--- src/hw/rtl/assert_macros.svh ---
// assertion macros shared by the rtl files that check themselves
// no dependencies; taken in by `include
`ifndef ASSERT_MACROS_SVH
`define ASSERT_MACROS_SVH

// condition holds at every edge outside reset
`define ASSERT_HOLDS(label, clk, rst, cond, msg) \
  label: assert property (@(posedge clk) disable iff (rst) (cond)) else $error(msg);

// consequent holds in the same cycle as the antecedent
`define ASSERT_IMPLIES(label, clk, rst, ante, cons, msg) \
  label: assert property (@(posedge clk) disable iff (rst) (ante) |-> (cons)) else $error(msg);

// consequent holds in the cycle after the antecedent
`define ASSERT_NEXT(label, clk, rst, ante, cons, msg) \
  label: assert property (@(posedge clk) disable iff (rst) (ante) |=> (cons)) else $error(msg);

`endif

--- src/hw/rtl/ald_pkg.sv ---
// shared constants, types and helper functions of the least loaded dispatcher
// no dependencies; used by every module of the block but ald_ram, by scoped names
`timescale 1ns / 1ps

package ald_pkg;

  localparam int MAX_CORES   = 32;
  localparam int CORE_W      = $clog2(MAX_CORES);
  localparam int GRP_SIZE    = 8;
  localparam int NUM_GRP     = MAX_CORES / GRP_SIZE;
  localparam int USER_SLOTS  = 4096;
  localparam int SLOT_W      = $clog2(USER_SLOTS);
  localparam int UID_W       = 12;
  localparam int RUN_W       = 16;
  localparam int LOAD_W      = 32;
  localparam int NC_W        = 6;
  localparam int BIND_W      = CORE_W + 1;
  localparam int QDEPTH      = 4;
  localparam int QPTR_W      = $clog2(QDEPTH);
  localparam int QCNT_W      = QPTR_W + 1;
  localparam int CFG_IDX_W   = 8;
  localparam int CFG_DATA_W  = 32;
  localparam int IN_TDATA_W  = 64;
  localparam int OUT_TDATA_W = 40;

  localparam logic [CFG_IDX_W-1:0] REG_NUM_CORES = CFG_IDX_W'(0);
  localparam logic [CFG_IDX_W-1:0] REG_CAPACITY  = CFG_IDX_W'(1);

  localparam logic [NC_W-1:0]   NUM_CORES_RST = NC_W'(1);
  localparam logic [LOAD_W-1:0] LOAD_MAX      = {LOAD_W{1'b1}};

  // one classified job on its way from the front to the back
  typedef struct packed {
    logic [SLOT_W-1:0] slot;
    logic [RUN_W-1:0]  run;
    logic [LOAD_W-1:0] thr;
    logic              none_ok;
    logic              bound;
    logic [CORE_W-1:0] bcore;
  } job_t;

  // binding store write issued by the back
  typedef struct packed {
    logic              en;
    logic [SLOT_W-1:0] slot;
    logic [CORE_W-1:0] core;
  } bind_wr_t;

  // candidate core in the minimum search
  typedef struct packed {
    logic              found;
    logic [CORE_W-1:0] idx;
    logic [LOAD_W-1:0] val;
  } cand_t;

  typedef enum logic [1:0] {
    B_IDLE,
    B_SRCH,
    B_CMT
  } back_state_t;

  // a job read before a binding for its slot was written picks that binding up
  function automatic job_t snoop(job_t j, bind_wr_t w);
    job_t r;
    r = j;
    if (w.en && (w.slot == j.slot) && !j.bound) begin
      r.bound = 1'b1;
      r.bcore = w.core;
    end
    return r;
  endfunction

  // a holds the lower indices, so it wins ties
  function automatic cand_t pick(cand_t a, cand_t b);
    cand_t r;
    if (a.found && (!b.found || (a.val <= b.val))) begin
      r = a;
    end else begin
      r = b;
    end
    return r;
  endfunction

endpackage

--- src/hw/rtl/ald_queue.sv ---
// short job queue between front and back; queued jobs pick up new bindings
// depends on ald_pkg
`timescale 1ns / 1ps

module ald_queue (
  input  logic                       clk,
  input  logic                       rst,
  input  logic                       push,
  input  ald_pkg::job_t              push_job,
  input  logic                       pop,
  input  ald_pkg::bind_wr_t          bwr,
  output logic                       head_valid,
  output ald_pkg::job_t              head,
  output logic [ald_pkg::QCNT_W-1:0] level
);

  ald_pkg::job_t              mem [ald_pkg::QDEPTH];
  logic [ald_pkg::QPTR_W-1:0] rd_ptr;
  logic [ald_pkg::QPTR_W-1:0] wr_ptr;
  logic                       do_pop;

  assign head_valid = level != '0;
  assign head       = ald_pkg::snoop(mem[rd_ptr], bwr);
  assign do_pop     = pop && head_valid;

  always_ff @(posedge clk) begin
    if (rst) begin
      rd_ptr <= '0;
      wr_ptr <= '0;
      level  <= '0;
    end else begin
      if (push) begin
        wr_ptr <= wr_ptr + ald_pkg::QPTR_W'(1);
      end
      if (do_pop) begin
        rd_ptr <= rd_ptr + ald_pkg::QPTR_W'(1);
      end
      level <= level + ald_pkg::QCNT_W'(push) - ald_pkg::QCNT_W'(do_pop);
    end
  end

  always_ff @(posedge clk) begin
    for (int i = 0; i < ald_pkg::QDEPTH; i++) begin
      if (push && (wr_ptr == ald_pkg::QPTR_W'(i))) begin
        mem[i] <= push_job;
      end else begin
        mem[i] <= ald_pkg::snoop(mem[i], bwr);
      end
    end
  end

endmodule

--- config.mk ---
export PLATFORM = sky130hd
export DESIGN_NAME = ald_queue
export DESIGN_NICKNAME = d
export VERILOG_FILES = /design/src/hw/rtl/assert_macros.svh /design/src/hw/rtl/ald_pkg.sv /design/src/hw/rtl/ald_queue.sv
export SDC_FILE = /design/constraint.sdc
export NUM_CORES = 1
export LEC_CHECK = 0
export ABC_CLOCK_PERIOD_IN_PS = 2800
export BUFFER_PORTS_ARGS = -buffer_cell sky130_fd_sc_hd__buf_2
export CAP_MARGIN = 20
export CELL_PAD_IN_SITES_DETAIL_PLACEMENT = 1
export CELL_PAD_IN_SITES_GLOBAL_PLACEMENT = 1
export CORE_ASPECT_RATIO = 0.6
export CORE_MARGIN = 8
export CORE_UTILIZATION = 36
export CTS_CLUSTER_SIZE = 14
export DETAILED_ROUTE_END_ITERATION = 8
export GPL_TIMING_DRIVEN = 0
export HOLD_SLACK_MARGIN = 0.02
export PLACE_DENSITY_LB_ADDON = 0.1
export SLEW_MARGIN = 0
export SYNTH_ARGS = -nofsm -noshare
export SYNTH_HDL_FRONTEND = slang
export SYNTH_SLANG_ARGS = --single-unit
--- constraint.sdc ---
create_clock -name clk -period 2.8 [get_ports clk]
set_clock_uncertainty 0.1 [all_clocks]
set_input_delay 0.42 -clock clk [delete_from_list [all_inputs] [get_ports clk]]
set_output_delay 0.42 -clock clk [all_outputs]
set_load 0.02 [all_outputs]
==> flow_summary_export.csv <==
group,metric,value,unit
status,outcome,"finished with violations",
status,violations,"negative setup slack",
synth,number_of_unique_standard_cell_types_used_by_synthesis,33,
floorplanning,die-area,37200,um^2
global_route,maximum_number_of_pins_on_one_net_before_global_route_repair,54,
clock_tree,clkSinkCount,277,
synth,syn_area_per_cell,21.2,um^2
final_layout,area_growth,32.4,%
clock_tree,tritoncts,"done",
setup_path,worst-r2r-cell-count,4,
pwr,power.density,811,nW/um^2
clock_tree,htree_num_levels,1,
clock_tree,clock_tree.root_cell,"sky130_fd_sc_hd__clkbuf_16",
synth,ys_async_sr_fraction,0,
routing,drt-pass1-iter-count,4,
timing,hold_viol,0,
floorplanning,placeableCoreArea,30900,um^2
clock_tree,clk_path_buf_depth,3,
synth,yosysWarnings,0,
clock_tree,worst_setup_hold_path_clk_slew,0.06,ns
setup_path,cp_cell_sequence,"buf_6, buf_6, mux4_2, xor2_4, nor4_4, nand4_4, mux2_4, buf_6",
global_route,number_of_global_route_vias_before_repair,6643,
timing,rsz0062_at_grt,"true",
synth,syn-instance-count,528,
synth,synth_ff_type,"sky130_fd_sc_hd__edfxtp_1",
global_route,globalRoute.totalOverflow,0,
timing,max_freq,280,MHz
floorplanning,row_cnt,50,
floorplanning,die_y,153,um
synth,synth_top_cells_by_area,"sky130_fd_sc_hd__edfxtp_1, sky130_fd_sc_hd__mux4_2, sky130_fd_sc_hd__xor2_1, sky130_fd_sc_hd__xnor2_1, sky130_fd_sc_hd__mux2_2",
hold_path,timing.hold.worst.class,"in2reg",
setup_path,path_common_cell,"sky130_fd_sc_hd__buf_6",
routing,routed_wirelength,27900,um
floorplanning,top_level_ports,160,
final_layout,multi_input_comb_area,2850,um^2
pwr,static-leakage-power,5.10,nW
setup_path,critical_path_s_slowest_cell,"sky130_fd_sc_hd__mux4_2",
setup_path,crit_type,"reg2out",
global_route,grt_pass1_wl,41400,um
routing,drc_errors,0,
setup_path,cp-start-kind,"flop",
timing,layout_min_cycle_time,3.57,ns
timing,final_period_util,1.27,
timing,slew-limit-headroom,0.490,
routing,first_iter_violations,297,
synth,postSynthNetCount,624,
routing,drt-vias-per-instance,4.81,
hold_path,min_path_cells,2,
placement,port_buffers,146,
placement,post-dp-hpwl,18500,um
synth,syn_area,11200,um^2
setup_path,worst_path_depth,8,
floorplanning,initial_core_util,0.363,
global_route,grt_util_overall,0.146,
synth,synth-edff-count,268,
pwr,worst_ir_drop_on_vdd,413,uV
final_layout,layout_cell_area_excl_fill,14800,um^2
final_layout,final_net_count,890,
final_layout,layout.filler_cells,2881,
synth,netlist.top_cell.by_area,"sky130_fd_sc_hd__edfxtp_1",
timing,final.setup.worst_slack,-0.768,ns
floorplanning,fp.dieW,244,um
clock_tree,clk_latency,0.54,ns
placement,placedCellCount,1094,
timing,max_slew.worst_pin.slew,0.760,ns
routing,postRouteAntennaNets,0,
final_layout,drive_gt1_frac,0.410,
timing,hold-worst-slack,0.111,ns
clock_tree,cts-buffers-inserted,28,
final_layout,final_cell_count_without_fillers,1230,
timing,setup_violations,54,
run,drv.max_cap_violation_count,0,
final_layout,sequential_cell_area,8230,um^2
pwr,fin_total_pwr,12.0,mW
routing,wire_length_per_cell,22.6,um
final_layout,n_antenna_cell,0,
global_route,antenna_found_initial,0,
routing,total_number_of_vias,5917,
synth,yosysMostFrequentCell,"sky130_fd_sc_hd__edfxtp_1",
setup_path,critical_path_required,2.28,ns
setup_path,buffers_plus_inverters_on_the_worst_setup_path,3,
setup_path,critical_path.endpoint_type,"primary output",
placement,area_of_placed_instances,12600,um^2
synth,synth_top_area_share,0.718,
timing,final-max-slew-violation-count,0,
synth,synth_seq_cells,277,
setup_path,r2r_setup_slack,0.20,ns
synth,synth.cells.most_frequent,"sky130_fd_sc_hd__edfxtp_1, sky130_fd_sc_hd__mux4_2, sky130_fd_sc_hd__xor2_1, sky130_fd_sc_hd__xnor2_1, sky130_fd_sc_hd__mux2_2",
setup_path,cp_data_arrival_time,3.05,ns
synth,ys_seq_area_frac,0.734,
setup_path,peak_fanout_along_the_critical_path,5,
setup_path,slowest_delay,0.55,ns
placement,gp_congestion,0.732,
setup_path,path_delay_family,"multiplexers",
[sequential cells by signal (all words and copies together) (netlist names), named ones only]
signal  cells
mem       268
level       3
rd_ptr      2
wr_ptr      2
[cells in the final DEF (no fill, tap or decap), types with 2 or more instances in the layout]
cell / n
sky130_fd_sc_hd__buf_8: 4
sky130_fd_sc_hd__ha_1: 6
sky130_fd_sc_hd__buf_16: 7
sky130_fd_sc_hd__edfxtp_1: 268
sky130_fd_sc_hd__dlygate4sd3_1: 61
sky130_fd_sc_hd__clkinv_1: 3
sky130_fd_sc_hd__nor2_1: 7
sky130_fd_sc_hd__buf_4: 11
sky130_fd_sc_hd__clkbuf_1: 26
sky130_fd_sc_hd__mux2_4: 5
sky130_fd_sc_hd__buf_6: 49
sky130_fd_sc_hd__mux2_2: 20
sky130_fd_sc_hd__o21ai_1: 4
sky130_fd_sc_hd__dfxtp_1: 7
sky130_fd_sc_hd__or2_2: 4
sky130_fd_sc_hd__clkinv_4: 2
sky130_fd_sc_hd__nor4_1: 4
sky130_fd_sc_hd__inv_1: 5
sky130_fd_sc_hd__buf_12: 9
sky130_fd_sc_hd__nand2_1: 5
sky130_fd_sc_hd__or4_1: 4
sky130_fd_sc_hd__xnor2_1: 31
sky130_fd_sc_hd__buf_2: 102
sky130_fd_sc_hd__mux4_2: 66
sky130_fd_sc_hd__xor2_1: 31
sky130_fd_sc_hd__clkbuf_8: 3
sky130_fd_sc_hd__xor2_4: 2
sky130_fd_sc_hd__clkinv_2: 2
sky130_fd_sc_hd__clkbuf_16: 32
sky130_fd_sc_hd__nor4_4: 2
sky130_fd_sc_hd__clkbuf_4: 2
sky130_fd_sc_hd__inv_4: 4
sky130_fd_sc_hd__dfxtp_2: 2
sky130_fd_sc_hd__nand4_1: 9
[power breakdown]
part	internal [mW]	switching [mW]
Combinational	1.96	1.79
Sequential	4.79	0.0819
Clock	1.93	1.49
[final timing paths]
| check | from | endpoint |
|---|---|---|
| max | flop | head[1] |
| min | push_job[5] | mem[3][5] |
| max reg2reg | mem[1][63] | mem[1][3] |
| min reg2reg | rd_ptr[1] | flop |
[logic make-up (layout without fill, tap and decap cells)]
kind of cell / count (synthesis) / in the layout / synth area share
xor+xnor: 65 / 65 / 0.0508
simple gates: 43 / 43 / 0.0263
fa+ha+maj: 7 / 7 / 0.00848
flops: 277 / 277 / 0.734
mux: 93 / 93 / 0.163
compound gates: 4 / 4 / 0.00179
buf+inv: 39 / 325 / 0.0160
[timing repair]
item | CTS | global route
endpoints found under the setup margin | 64 | 51
cloned | 2 | 3
hold endpoints to repair | 244 | 0
buffers inserted | 12 | 10
pin swaps | 3 | 2
hold buffers | 61 | 0
resized for setup | 63 | 102
[area by class of cell]
class / instances / area share
Multi-Input combinational cell: 212 / 0.192
Clock buffer: 43 / 0.0531
Timing Repair Buffer: 237 / 0.142
Buffer: 28 / 0.0176
Tap cell: 416 / 0.0351
Clock inverter: 7 / 0.00261
Inverter: 10 / 0.00320
Sequential cell: 277 / 0.554
[metal layers]
layer	track usage	part of all wire
met5	0	0
met4	0.0311	0.019
met3	0.0364	0.050
met2	0.243	0.48
met1	0.194	0.45
[stage by stage]
step                utilization  setup TNS (ns)  setup slack, ns
global placement          0.403         -371.91            -1.39
CTS                       0.466           -6.61           -0.793
detailed placement        0.407          -39.81            -1.02
global route              0.480          -12.82           -0.846
floorplan                     -               0           0.0819
finish                    0.480           -8.23           -0.768
Note: power is estimated with default switching activity, not from simulation.
